File: src/sv/ms_pkg.sv
`default_nettype none
package ms_pkg;

  // Stack geometry
  localparam int STACK_DEPTH = 16;
  localparam int IDX_W       = $clog2(STACK_DEPTH);
  localparam int CNT_W       = $clog2(STACK_DEPTH + 1);

  // Field widths
  localparam int DATA_W  = 32;
  localparam int REQ_W   = 2;
  localparam int TOTAL_W = 5;
  localparam int STAT_W  = 2;

  typedef enum logic [REQ_W-1:0] {
    REQ_PUSH   = 2'd0,
    REQ_POP    = 2'd1,
    REQ_POPMAX = 2'd2,
    REQ_QUERY  = 2'd3
  } req_type_t;

  typedef enum logic [STAT_W-1:0] {
    ST_OK    = 2'd0,
    ST_EMPTY = 2'd1,
    ST_FULL  = 2'd2
  } status_t;

  // Per-cycle control for the shared compare unit
  typedef struct packed {
    logic             vld;
    logic             first;
    logic [IDX_W-1:0] idx;
  } scan_ctrl_t;

  // Running result of the compare unit
  typedef struct packed {
    logic signed [DATA_W-1:0] top;
    logic signed [DATA_W-1:0] max;
    logic [IDX_W-1:0]         max_idx;
  } scan_res_t;

endpackage
`default_nettype wire

File: src/sv/ms_req_if.sv
`default_nettype none
interface ms_req_if;
  import ms_pkg::*;

  logic                     valid;
  logic                     ready;
  logic [REQ_W-1:0]         req_type;
  logic signed [DATA_W-1:0] push_value;

  modport source (output valid, req_type, push_value, input ready);
  modport sink   (input valid, req_type, push_value, output ready);
endinterface
`default_nettype wire

File: src/sv/ms_rsp_if.sv
`default_nettype none
interface ms_rsp_if;
  import ms_pkg::*;

  logic                     valid;
  logic                     ready;
  logic signed [DATA_W-1:0] removed_value;
  logic signed [DATA_W-1:0] top_value;
  logic signed [DATA_W-1:0] max_value;
  logic [TOTAL_W-1:0]       entry_total;
  logic                     is_empty;
  logic [STAT_W-1:0]        status;

  modport source (output valid, removed_value, top_value, max_value, entry_total,
                  is_empty, status, input ready);
  modport sink   (input valid, removed_value, top_value, max_value, entry_total,
                  is_empty, status, output ready);
endinterface
`default_nettype wire

File: src/sv/ms_ram.sv
`default_nettype none
module ms_ram #(
  parameter int WIDTH = 32,
  parameter int DEPTH = 16
) (
  input  wire logic                     clk,
  input  wire logic                     wr_en,
  input  wire logic [$clog2(DEPTH)-1:0] wr_addr,
  input  wire logic [WIDTH-1:0]         wr_data,
  input  wire logic [$clog2(DEPTH)-1:0] rd_addr,
  output      logic [WIDTH-1:0]         rd_data
);

  logic [WIDTH-1:0] mem [DEPTH];

  always_ff @(posedge clk) begin
    if (wr_en) begin
      mem[wr_addr] <= wr_data;
    end
    rd_data <= mem[rd_addr];
  end

endmodule
`default_nettype wire

File: src/sv/ms_max_unit.sv
`default_nettype none
module ms_max_unit (
  input  wire logic                             clk,
  input  wire ms_pkg::scan_ctrl_t               ctrl,
  input  wire logic signed [ms_pkg::DATA_W-1:0] rd_data,
  output      ms_pkg::scan_res_t                res
);
  import ms_pkg::*;

  scan_res_t res_r;

  // Entries arrive top first; strict compare keeps the topmost copy.
  always_ff @(posedge clk) begin
    if (ctrl.vld) begin
      if (ctrl.first) begin
        res_r.top     <= rd_data;
        res_r.max     <= rd_data;
        res_r.max_idx <= ctrl.idx;
      end else if (rd_data > res_r.max) begin
        res_r.max     <= rd_data;
        res_r.max_idx <= ctrl.idx;
      end
    end
  end

  assign res = res_r;

endmodule
`default_nettype wire

File: src/sv/max_stack_core.sv
`default_nettype none
// Bounded stack of signed 32-bit values (ms_pkg::STACK_DEPTH entries) that
// tracks its largest entry. One request per transfer on in_req: push, pop
// top, pop maximum (removes the topmost copy of the largest value, entries
// above slide down) or query. Each request gives exactly one result transfer
// on out_rsp with the removed value, top, maximum, count, empty flag and
// status (removal from empty or push onto full leaves the stack untouched).
// Requests are handled one at a time; in_req.ready is high only while idle.
// Entries live in a single-port-write / single-port-read RAM with registered
// read, and top/maximum are found by one compare unit that walks the stack
// one entry per cycle. Query, full and empty cases go straight to the
// result; push or pop then rescans the remaining entries from the top
// (a pop that empties the stack skips the scan); pop maximum first reads
// each entry above the removed one and writes it one place lower, then
// rescans. The single RAM read port sets the pace of these walks.
module max_stack_core (
  input wire logic clk,
  input wire logic rst_n,
  ms_req_if.sink   in_req,
  ms_rsp_if.source out_rsp
);
  import ms_pkg::*;

  typedef enum logic [1:0] {
    S_IDLE,
    S_SHIFT,
    S_SCAN,
    S_OUT
  } state_t;

  state_t                   state_r, state_nxt;
  logic [CNT_W-1:0]         cnt_r, cnt_nxt;
  logic [IDX_W-1:0]         ptr_r, ptr_nxt;     // read address being issued
  logic                     more_r, more_nxt;   // reads still to issue
  logic                     rd_vld_r, rd_vld_nxt;
  logic [IDX_W-1:0]         rd_idx_r, rd_idx_nxt;
  logic signed [DATA_W-1:0] removed_r, removed_nxt;
  status_t                  status_r, status_nxt;

  // RAM port signals
  logic                     wr_en;
  logic [IDX_W-1:0]         wr_addr;
  logic signed [DATA_W-1:0] wr_data;
  logic signed [DATA_W-1:0] rd_data;

  scan_ctrl_t               scan_ctrl;
  scan_res_t                scan_res;

  // Count arithmetic
  logic [CNT_W-1:0]         cnt_m1, cnt_m2;
  logic [IDX_W-1:0]         top_idx;           // index of current top entry
  logic [IDX_W-1:0]         below_idx;         // index just under the top
  logic                     is_full, is_zero;
  logic                     in_xfer, out_xfer;
  req_type_t                req;
  logic [31:0]              cnt_ext;

  assign cnt_m1    = cnt_r - CNT_W'(1);
  assign cnt_m2    = cnt_r - CNT_W'(2);
  assign top_idx   = cnt_m1[IDX_W-1:0];
  assign below_idx = cnt_m2[IDX_W-1:0];
  assign is_full   = (cnt_r == CNT_W'(STACK_DEPTH));
  assign is_zero   = (cnt_r == '0);
  assign in_xfer   = in_req.valid && in_req.ready;
  assign out_xfer  = out_rsp.valid && out_rsp.ready;
  assign req       = req_type_t'(in_req.req_type);

  ms_ram #(
    .WIDTH (DATA_W),
    .DEPTH (STACK_DEPTH)
  ) u_ram (
    .clk     (clk),
    .wr_en   (wr_en),
    .wr_addr (wr_addr),
    .wr_data (wr_data),
    .rd_addr (ptr_r),
    .rd_data (rd_data)
  );

  // Compare unit sees every entry read during a scan, top entry first
  always_comb begin
    scan_ctrl.vld   = (state_r == S_SCAN) && rd_vld_r;
    scan_ctrl.first = (rd_idx_r == top_idx);
    scan_ctrl.idx   = rd_idx_r;
  end

  ms_max_unit u_max (
    .clk     (clk),
    .ctrl    (scan_ctrl),
    .rd_data (rd_data),
    .res     (scan_res)
  );

  // Sequencer
  always_comb begin
    state_nxt   = state_r;
    cnt_nxt     = cnt_r;
    ptr_nxt     = ptr_r;
    more_nxt    = more_r;
    rd_vld_nxt  = 1'b0;
    rd_idx_nxt  = rd_idx_r;
    removed_nxt = removed_r;
    status_nxt  = status_r;
    wr_en       = 1'b0;
    wr_addr     = cnt_r[IDX_W-1:0];
    wr_data     = in_req.push_value;

    unique case (state_r)
      S_IDLE: begin
        if (in_xfer) begin
          removed_nxt = '0;
          status_nxt  = ST_OK;
          state_nxt   = S_OUT;
          unique case (req)
            REQ_PUSH: begin
              if (is_full) begin
                status_nxt = ST_FULL;
              end else begin
                // new entry lands at the old count; rescan from there
                wr_en     = 1'b1;
                cnt_nxt   = cnt_r + CNT_W'(1);
                ptr_nxt   = cnt_r[IDX_W-1:0];
                more_nxt  = 1'b1;
                state_nxt = S_SCAN;
              end
            end
            REQ_POP, REQ_POPMAX: begin
              if (is_zero) begin
                status_nxt = ST_EMPTY;
              end else if (req == REQ_POP || scan_res.max_idx == top_idx) begin
                // removing the top: no shift needed
                removed_nxt = (req == REQ_POP) ? scan_res.top : scan_res.max;
                cnt_nxt     = cnt_m1;
                if (cnt_m1 != '0) begin
                  ptr_nxt   = below_idx;
                  more_nxt  = 1'b1;
                  state_nxt = S_SCAN;
                end
              end else begin
                // slide entries above the maximum down by one
                removed_nxt = scan_res.max;
                ptr_nxt     = scan_res.max_idx + IDX_W'(1);
                more_nxt    = 1'b1;
                state_nxt   = S_SHIFT;
              end
            end
            default: begin
              // query: results come from the cached scan
            end
          endcase
        end
      end

      S_SHIFT: begin
        if (more_r) begin
          rd_vld_nxt = 1'b1;
          rd_idx_nxt = ptr_r;
          if (ptr_r == top_idx) begin
            more_nxt = 1'b0;
          end else begin
            ptr_nxt = ptr_r + IDX_W'(1);
          end
        end
        if (rd_vld_r) begin
          wr_en   = 1'b1;
          wr_addr = rd_idx_r - IDX_W'(1);
          wr_data = rd_data;
          if (rd_idx_r == top_idx) begin
            cnt_nxt    = cnt_m1;
            ptr_nxt    = below_idx;
            more_nxt   = 1'b1;
            rd_vld_nxt = 1'b0;
            state_nxt  = S_SCAN;
          end
        end
      end

      S_SCAN: begin
        if (more_r) begin
          rd_vld_nxt = 1'b1;
          rd_idx_nxt = ptr_r;
          if (ptr_r == '0) begin
            more_nxt = 1'b0;
          end else begin
            ptr_nxt = ptr_r - IDX_W'(1);
          end
        end
        if (rd_vld_r && rd_idx_r == '0) begin
          rd_vld_nxt = 1'b0;
          more_nxt   = 1'b0;
          state_nxt  = S_OUT;
        end
      end

      S_OUT: begin
        if (out_xfer) begin
          state_nxt = S_IDLE;
        end
      end

      default: begin
        state_nxt = S_IDLE;
      end
    endcase
  end

  always_ff @(posedge clk) begin
    if (!rst_n) begin
      state_r  <= S_IDLE;
      cnt_r    <= '0;
      more_r   <= 1'b0;
      rd_vld_r <= 1'b0;
    end else begin
      state_r  <= state_nxt;
      cnt_r    <= cnt_nxt;
      more_r   <= more_nxt;
      rd_vld_r <= rd_vld_nxt;
    end
    ptr_r     <= ptr_nxt;
    rd_idx_r  <= rd_idx_nxt;
    removed_r <= removed_nxt;
    status_r  <= status_nxt;
  end

  // Result transfer: registers only, held through any stall
  assign cnt_ext               = 32'(cnt_r);
  assign in_req.ready          = (state_r == S_IDLE);
  assign out_rsp.valid         = (state_r == S_OUT);
  assign out_rsp.removed_value = removed_r;
  assign out_rsp.top_value     = is_zero ? '0 : scan_res.top;
  assign out_rsp.max_value     = is_zero ? '0 : scan_res.max;
  assign out_rsp.entry_total   = cnt_ext[TOTAL_W-1:0];
  assign out_rsp.is_empty      = is_zero;
  assign out_rsp.status        = status_r;

endmodule
`default_nettype wire
File: src/flat_wrapper.sv
// flat-port wrapper written by rule: the top's interface ports become plain ports
module max_stack_core_flat import ms_pkg::*;
  (clk, rst_n, in_req_valid, in_req_req_type, in_req_push_value, in_req_ready, out_rsp_valid, out_rsp_removed_value, out_rsp_top_value, out_rsp_max_value, out_rsp_entry_total, out_rsp_is_empty, out_rsp_status, out_rsp_ready);
  ms_req_if in_req_i ();
  ms_rsp_if out_rsp_i ();
  input wire logic clk;
  input wire logic rst_n;
  input wire logic [$bits(in_req_i.valid)-1:0] in_req_valid;
  input wire logic [$bits(in_req_i.req_type)-1:0] in_req_req_type;
  input wire logic [$bits(in_req_i.push_value)-1:0] in_req_push_value;
  output wire logic [$bits(in_req_i.ready)-1:0] in_req_ready;
  output wire logic [$bits(out_rsp_i.valid)-1:0] out_rsp_valid;
  output wire logic [$bits(out_rsp_i.removed_value)-1:0] out_rsp_removed_value;
  output wire logic [$bits(out_rsp_i.top_value)-1:0] out_rsp_top_value;
  output wire logic [$bits(out_rsp_i.max_value)-1:0] out_rsp_max_value;
  output wire logic [$bits(out_rsp_i.entry_total)-1:0] out_rsp_entry_total;
  output wire logic [$bits(out_rsp_i.is_empty)-1:0] out_rsp_is_empty;
  output wire logic [$bits(out_rsp_i.status)-1:0] out_rsp_status;
  input wire logic [$bits(out_rsp_i.ready)-1:0] out_rsp_ready;
  assign in_req_i.valid = in_req_valid;
  assign in_req_i.req_type = in_req_req_type;
  assign in_req_i.push_value = in_req_push_value;
  assign in_req_ready = in_req_i.ready;
  assign out_rsp_valid = out_rsp_i.valid;
  assign out_rsp_removed_value = out_rsp_i.removed_value;
  assign out_rsp_top_value = out_rsp_i.top_value;
  assign out_rsp_max_value = out_rsp_i.max_value;
  assign out_rsp_entry_total = out_rsp_i.entry_total;
  assign out_rsp_is_empty = out_rsp_i.is_empty;
  assign out_rsp_status = out_rsp_i.status;
  assign out_rsp_i.ready = out_rsp_ready;
  max_stack_core u_core (.clk(clk), .rst_n(rst_n), .in_req(in_req_i), .out_rsp(out_rsp_i));
endmodule
File: config.mk
export PLATFORM = sky130hd
export DESIGN_NAME = max_stack_core_flat
export DESIGN_NICKNAME = d
export VERILOG_FILES = /design/src/sv/ms_pkg.sv /design/src/sv/ms_req_if.sv /design/src/sv/ms_rsp_if.sv /design/src/sv/ms_ram.sv /design/src/sv/ms_max_unit.sv /design/src/sv/max_stack_core.sv /design/src/flat_wrapper.sv
export SDC_FILE = /design/constraint.sdc
export NUM_CORES = 1
export LEC_CHECK = 0
export ABC_AREA = 1
export BUFFER_PORTS_ARGS = -buffer_cell sky130_fd_sc_hd__buf_2
export CAP_MARGIN = 25
export CORE_MARGIN = 1
export CORE_UTILIZATION = 60
export DETAILED_ROUTE_END_ITERATION = 10
export MAX_ROUTING_LAYER = met4
export PLACE_DENSITY = 0.78
export SKIP_CTS_REPAIR_TIMING = 1
export SYNTH_ARGS = -nofsm -noshare
export SYNTH_HDL_FRONTEND = slang
export SYNTH_SLANG_ARGS = --single-unit
File: constraint.sdc
create_clock -name clk -period 4.9 [get_ports clk]
set_input_delay 0.49 -clock clk [delete_from_list [all_inputs] [get_ports clk]]
set_output_delay 0.49 -clock clk [all_outputs]
set_load 0.005 [all_outputs]
==> results of run 1 <==
==> synth_stat cells, drive strengths merged <==
library cell  number
ha                52
nor2             281
a2111oi           64
nand4              7
nand3b             1
o31ai              1
nand3             35
dfxtp             41
a31oi              4
o22ai             65
xor2              12
a21o               1
o211ai             2
or2                1
nand2            373
a211oi             2
buf               45
clkbuf           100
xnor2              3
a21oi            121
o21ai            240
inv              151
nor4               3
clkinv             3
edfxtp           622
nor3             133
==> area by class of cell <==
cell class,instances,area (µm²)
tap,600,751
multi-input combinational,1401,7200
sequential,663,19500
timing repair buffer,183,1070
clock buffer,81,1780
inverter,154,584
clock inverter,39,513
antenna,2,5.00
fill,3127,14100
==> metrics by stage <==
stage	util, %	std cells	hold slack [ns]	cell area [µm²]	power (mW)
2_1_floorplan	-	2363	0.421	27800	10.9
3_3_place_gp	63.9	2999	0.469	29100	12.9
3_5_place_dp	63.9	2999	0.470	29100	13.0
4_1_cts	68.9	3119	0.211	31400	18.4
5_1_grt	69.0	3123	0.231	31400	19.3
6_report	69.0	3123	0.228	31400	18.5
==> state kept, by name (all words and copies together), names as in the netlist <==
register                      cells
u_core.out_rsp.entry_total        5
u_core.u_ram.rd_data             32
u_core.state_r                    2
u_core.more_r                     1
u_core.ptr_r                      4
u_core.u_max.res                 68
u_core.out_rsp.removed_value     32
u_core.rd_idx_r                   4
u_core.rd_vld_r                   1
u_core.out_rsp.status             2
u_core.u_ram.mem                512
==> cells by family (layout without fill, tap and decap cells) <==
logic type                 Yosys count  after routing  share of synthesized area (%)
other                                0              2                              0
buffers and inverters              299            457                           4.30
and+or+nand+nor                    834            834                           12.4
xor gates and xnor gates            15             15                          0.500
AOI/OAI and AO/OA                  500            500                           10.2
adders and majority gates           52             52                           2.34
DFF                                663            663                           70.2
==> worst min-delay path, delay by kind of cell <==
kind | cells | cell delay, ns
buf+inv | 1 | 0.17
simple gates | 2 | 0.11
==> power by group <==
| part | internal [mW] | total [mW] | switching, mW |
|---|---|---|---|
| combinational | 1.74 | 6.03 | 4.28 |
| clock | 3.19 | 5.34 | 2.15 |
| sequential | 6.76 | 7.11 | 0.358 |
==> final timing paths <==
check	from	depth (start not counted)	slack [ns]	end
worst min-delay path	rst_n	3	0.23	u_core.out_rsp.entry_total[2]
worst min register to register	u_core.u_ram.rd_data[0]	0	0.48	u_core.u_max.res[4]
worst max register to register	u_core.out_rsp.entry_total[0]	8	1.16	u_core.u_ram.mem[1][6]
worst max-delay path	u_core.out_rsp.entry_total[0]	8	1.16	u_core.u_ram.mem[1][6]
==> routing by layer <==
metal	track usage (%)	share of wire (%)	vias to the layer above
met1	44.9	40	9309
li1	-	-	8684
met2	45.7	46	1256
met3	5.83	12	116
met5	-	0	-
met4	8.47	1.7	0
==> flow_summary.json, run 1 <==
{
  "layout-drive-gt1-share_pct": 12.7,
  "core_um2": 45500,
  "clock.fmax_ghz": 0.267,
  "max_cap_viol_count": 0,
  "clk_latency_ns": 0.60,
  "grt_pass1_vias": 18448,
  "max_slew_margin_pct": 30.7,
  "hold_viol": 0,
  "p_per_area_nw_per_um2": 588,
  "grt_pass1_wl_um": 108000,
  "pre_cts_ws_ns": 1.13,
  "synth_nets": 2453,
  "fin_ws_ns": 1.16,
  "drt-initial-drc-count": 2720,
  "ioPinCount": 144,
  "period_needed_ns": 3.74,
  "finalSetupTns_ns": 0,
  "port_buffers": 143,
  "critPathRequiredTime_ns": 5.19,
  "nNetsFinal": 2559,
  "cpMaxStageDelayCell": "nor2_4",
  "crit_path_max_incr_delay_ns": 0.79,
  "cts.sinks": 663,
  "worstPathMaxFanout": 22,
  "post-route-period-util_pct": 76.4,
  "wl_um": 70800,
  "gr-total-overflow": 0,
  "clock_path_buffers": 3,
  "arrival_ns": 4.03,
  "synth_cell_types": 38,
  "dieArea_um2": 47100,
  "hp-class": "primary input to register",
  "layout_common_cells": "edfxtp_1, nand2_1, nor2_1, o21ai_0, inv_1",
  "yosys_warnings": 0,
  "setup.worst_path.end_class": "register",
  "start_util_pct": 61.0,
  "tritoncts": "built",
  "critical_path.top_delay_family": "simple AND/OR/NAND/NOR gates",
  "postSynthAreaPerCell_um2": 11.7,
  "area_growth_pct": 13.1,
  "synth_largest_area_cell": "edfxtp_1",
  "clock-root-buffer": "clkbuf_16",
  "antenna_left": 0,
  "die_h_um": 217,
  "gp_congestion": 0.901,
  "mostFrequentLayoutCell": "edfxtp_1",
  "dp.final_hpwl_um": 42800,
  "rows": 78,
  "rsz0062_at_grt": "no",
  "path_class": "register to register",
  "critPathLaunchType": "register",
  "clock_skew_ns": 0.0239,
  "synth_area_um2": 27800,
  "clk_pin_slew_ns": 0.06,
  "synth_top_area_share_pct": 67.3,
  "grt_max_degree": 121,
  "vias_per_cell": 6.20,
  "ir_worst_vdd_mv": 0.451,
  "htreeDepth": 3,
  "wl_per_cell_um": 22.7,
  "grt_usage_pct": 31.1,
  "cts_buffers": 66,
  "ys_seq_elements": 663,
  "drv_slew": 0,
  "dieWidth_um": 217,
  "leakagePower_nw": 11.6,
  "cpMostUsedCell": "nand2_1",
  "dr.pass1.iters": 5,
  "tightest_slew_ns": 1.04,
  "outcome": "finished clean",
  "path_cells": "inv_1, ha_1, nand2_1, nor2_1, o21ai_0, nand2_1, nor2_4, buf_4",
  "antenna_found_initial": 2,
  "cp_num_buf_inv": 2,
  "netlist_top_cells_area": "edfxtp_1, nand2_1, o21ai_0, nor2_1, dfxtp_1",
  "setup-violations-final": 0,
  "route.detailed.drc": 0,
  "num_vias": 19365,
  "synthCells": 2363,
  "yosysSeqAreaShare_pct": 70.2
}
(Power assumes the default switching activity.)
==> run 2, diff against run 1 <==
==> constraint.sdc (replaced) <==
create_clock -name clk -period 3.5 [get_ports clk]
set_input_delay 0.35 -clock clk [delete_from_list [all_inputs] [get_ports clk]]
set_output_delay 0.35 -clock clk [all_outputs]
set_load 0.005 [all_outputs]
==> run 2 against run 1 <==
Sequential power increased by 40%. First-iteration DRC count decreased by 9.2%. Die area unchanged. Clock power increased by 29%. Combinational power increased by 39%. Global-route usage decreased by 0.092 points. Critical endpoint is now u_core.u_ram.mem[7][19]. Highest routed layer unchanged.
==> flow_summary.json, run 2 (synthesis gave the netlist of run 1 again) <==
{
  "die_h_um": 217,
  "nNetsFinal": 2586,
  "layout_common_cells": "edfxtp_1, nand2_1, nor2_1, o21ai_0, inv_1",
  "clk_pin_slew_ns": 0.06,
  "wl_per_cell_um": 22.4,
  "drt-initial-drc-count": 2469,
  "drv_slew": 0,
  "hp-class": "primary input to register",
  "ioPinCount": 144,
  "num_vias": 19369,
  "crit_path_max_incr_delay_ns": 0.48,
  "post-route-period-util_pct": 88.7,
  "max_cap_viol_count": 0,
  "wl_um": 70300,
  "pwr-share-comb_pct": 33.3,
  "clock-root-buffer": "clkbuf_16",
  "antenna_found_initial": 3,
  "grt_pass1_vias": 18899,
  "antenna_left": 0,
  "reg2reg_to": "u_core.u_ram.mem[7][19]",
  "cpMostUsedCell": "buf_4",
  "vias_per_cell": 6.16,
  "area_growth_pct": 13.4,
  "critPathLaunchType": "register",
  "route.detailed.drc": 0,
  "setup-violations-final": 0,
  "hold_viol": 0,
  "r2r_cells": 9,
  "clock_path_buffers": 3,
  "max_slew_margin_pct": 35.1,
  "clock.fmax_ghz": 0.322,
  "critPathRequiredTime_ns": 3.74,
  "clock_skew_ns": 0.0175,
  "dr.pass1.iters": 5,
  "period_needed_ns": 3.11,
  "pwr-share-seq_pct": 39.4,
  "rsz0062_at_grt": "no",
  "grt_max_degree": 132,
  "leakagePower_nw": 11.7,
  "port_buffers": 143,
  "dp.final_hpwl_um": 42000,
  "dieWidth_um": 217,
  "rows": 78,
  "crit_start": "u_core.out_rsp.entry_total[1]",
  "final_core_util_pct": 69.2,
  "worstPathMaxFanout": 24,
  "grt_pass1_wl_um": 108000,
  "gr-total-overflow": 0,
  "reg2reg_setup_slack_ns": 0.39,
  "arrival_ns": 3.34,
  "intPower_mw": 16.0,
  "power.total_mw": 25.2,
  "tritoncts": "built",
  "cts_buffers": 66,
  "layout-drive-gt1-share_pct": 13.2,
  "switchingPower_mw": 9.19,
  "sw_frac_of_total_pct": 36.4,
  "ir_worst_vdd_mv": 1.02,
  "mostFrequentLayoutCell": "edfxtp_1",
  "min_to": "u_core.out_rsp.entry_total[2]",
  "path_class": "register to register",
  "regMostFlops": "u_core.u_ram.mem",
  "whs_path_depth": 3,
  "cts.sinks": 663,
  "dieArea_um2": 47100,
  "clk_latency_ns": 0.59,
  "critical_path.top_delay_family": "buffers and inverters",
  "largest_reg_flops": 512,
  "setup.worst_path.end_class": "register",
  "tightest_slew_ns": 0.974,
  "path_cells": "inv_1, ha_1, nand2_1, nor2_1, o21ai_0, buf_4, nand3_1, nor2_4, buf_4",
  "hold_start": "rst_n",
  "cpMaxStageDelayCell": "dfxtp_1",
  "clock_power_share_pct": 27.3,
  "outcome": "finished clean",
  "core_um2": 45500,
  "gp_congestion": 0.885,
  "p_per_area_nw_per_um2": 801,
  "grt_usage_pct": 31.0,
  "num-fill-cells": 3108,
  "start_util_pct": 61.0,
  "htreeDepth": 3,
  "r2r_start": "u_core.out_rsp.entry_total[1]",
  "cp_num_buf_inv": 3
}
run 2: metal layers:
metal  share of wire (%)  GRT usage (%)  up-vias
li1                    -              -     8735
met1                  40           41.5     9276
met2                  46           47.5     1188
met3                  11           5.76      170
met4                 3.2           11.9        0
met5                   0              -        -
run 2: final cells by class:
| cell class | instances | area (µm²) | area share, % |
|---|---|---|---|
| inverters | 154 | 584 | 1.86 |
| well taps | 600 | 751 | 2.39 |
| clock buffers | 89 | 1860 | 5.92 |
| flip-flops and latches | 663 | 19500 | 61.9 |
| multi-input cells | 1401 | 7200 | 22.9 |
| clock inverters | 25 | 223 | 0.708 |
| repair buffers | 210 | 1360 | 4.31 |
| diodes | 1 | 2.50 | 0.00795 |
run 2: power groups by stage:
| stage | Sequential, mW | Clock, mW | Combinational, mW |
|---|---|---|---|
| 3_3_place_gp | 10.1 | 0 | 7.96 |
| 2_1_floorplan | 9.88 | 0 | 5.36 |
| 6_report | 9.94 | 6.89 | 8.39 |
| 3_5_place_dp | 10.1 | 0 | 8.20 |
| 5_1_grt | 9.99 | 7.26 | 9.25 |
| 4_1_cts | 9.92 | 6.96 | 8.27 |
run 2: worst max path at each step:
stage / end / cells after the start
2_1_floorplan: u_core.u_ram.mem[2][0] / 8
6_report: u_core.u_ram.mem[7][19] / 9
3_5_place_dp: u_core.u_ram.mem[7][17] / 9
3_3_place_gp: u_core.u_ram.mem[7][16] / 9
4_1_cts: u_core.u_ram.mem[7][24] / 9
5_1_grt: u_core.u_ram.mem[7][17] / 9
run 2: tightest hold or removal path: cells and delay by family:
kind | cells | cell delay, ns
buf+inv | 1 | 0.17
simple gates | 2 | 0.11
run 2: metrics by stage:
step	hold WS [ns]	cells	setup WS, ns	cell area [µm²]	setup TNS (ns)
floorplan	0.421	2363	-0.368	27800	-140.12
global placement	0.467	3028	0.490	29400	0
detailed placement	0.480	3028	0.429	29400	0
CTS	0.0601	3142	0.384	31500	0
global route	0.0842	3142	0.247	31500	0
finish	0.0810	3143	0.394	31500	0
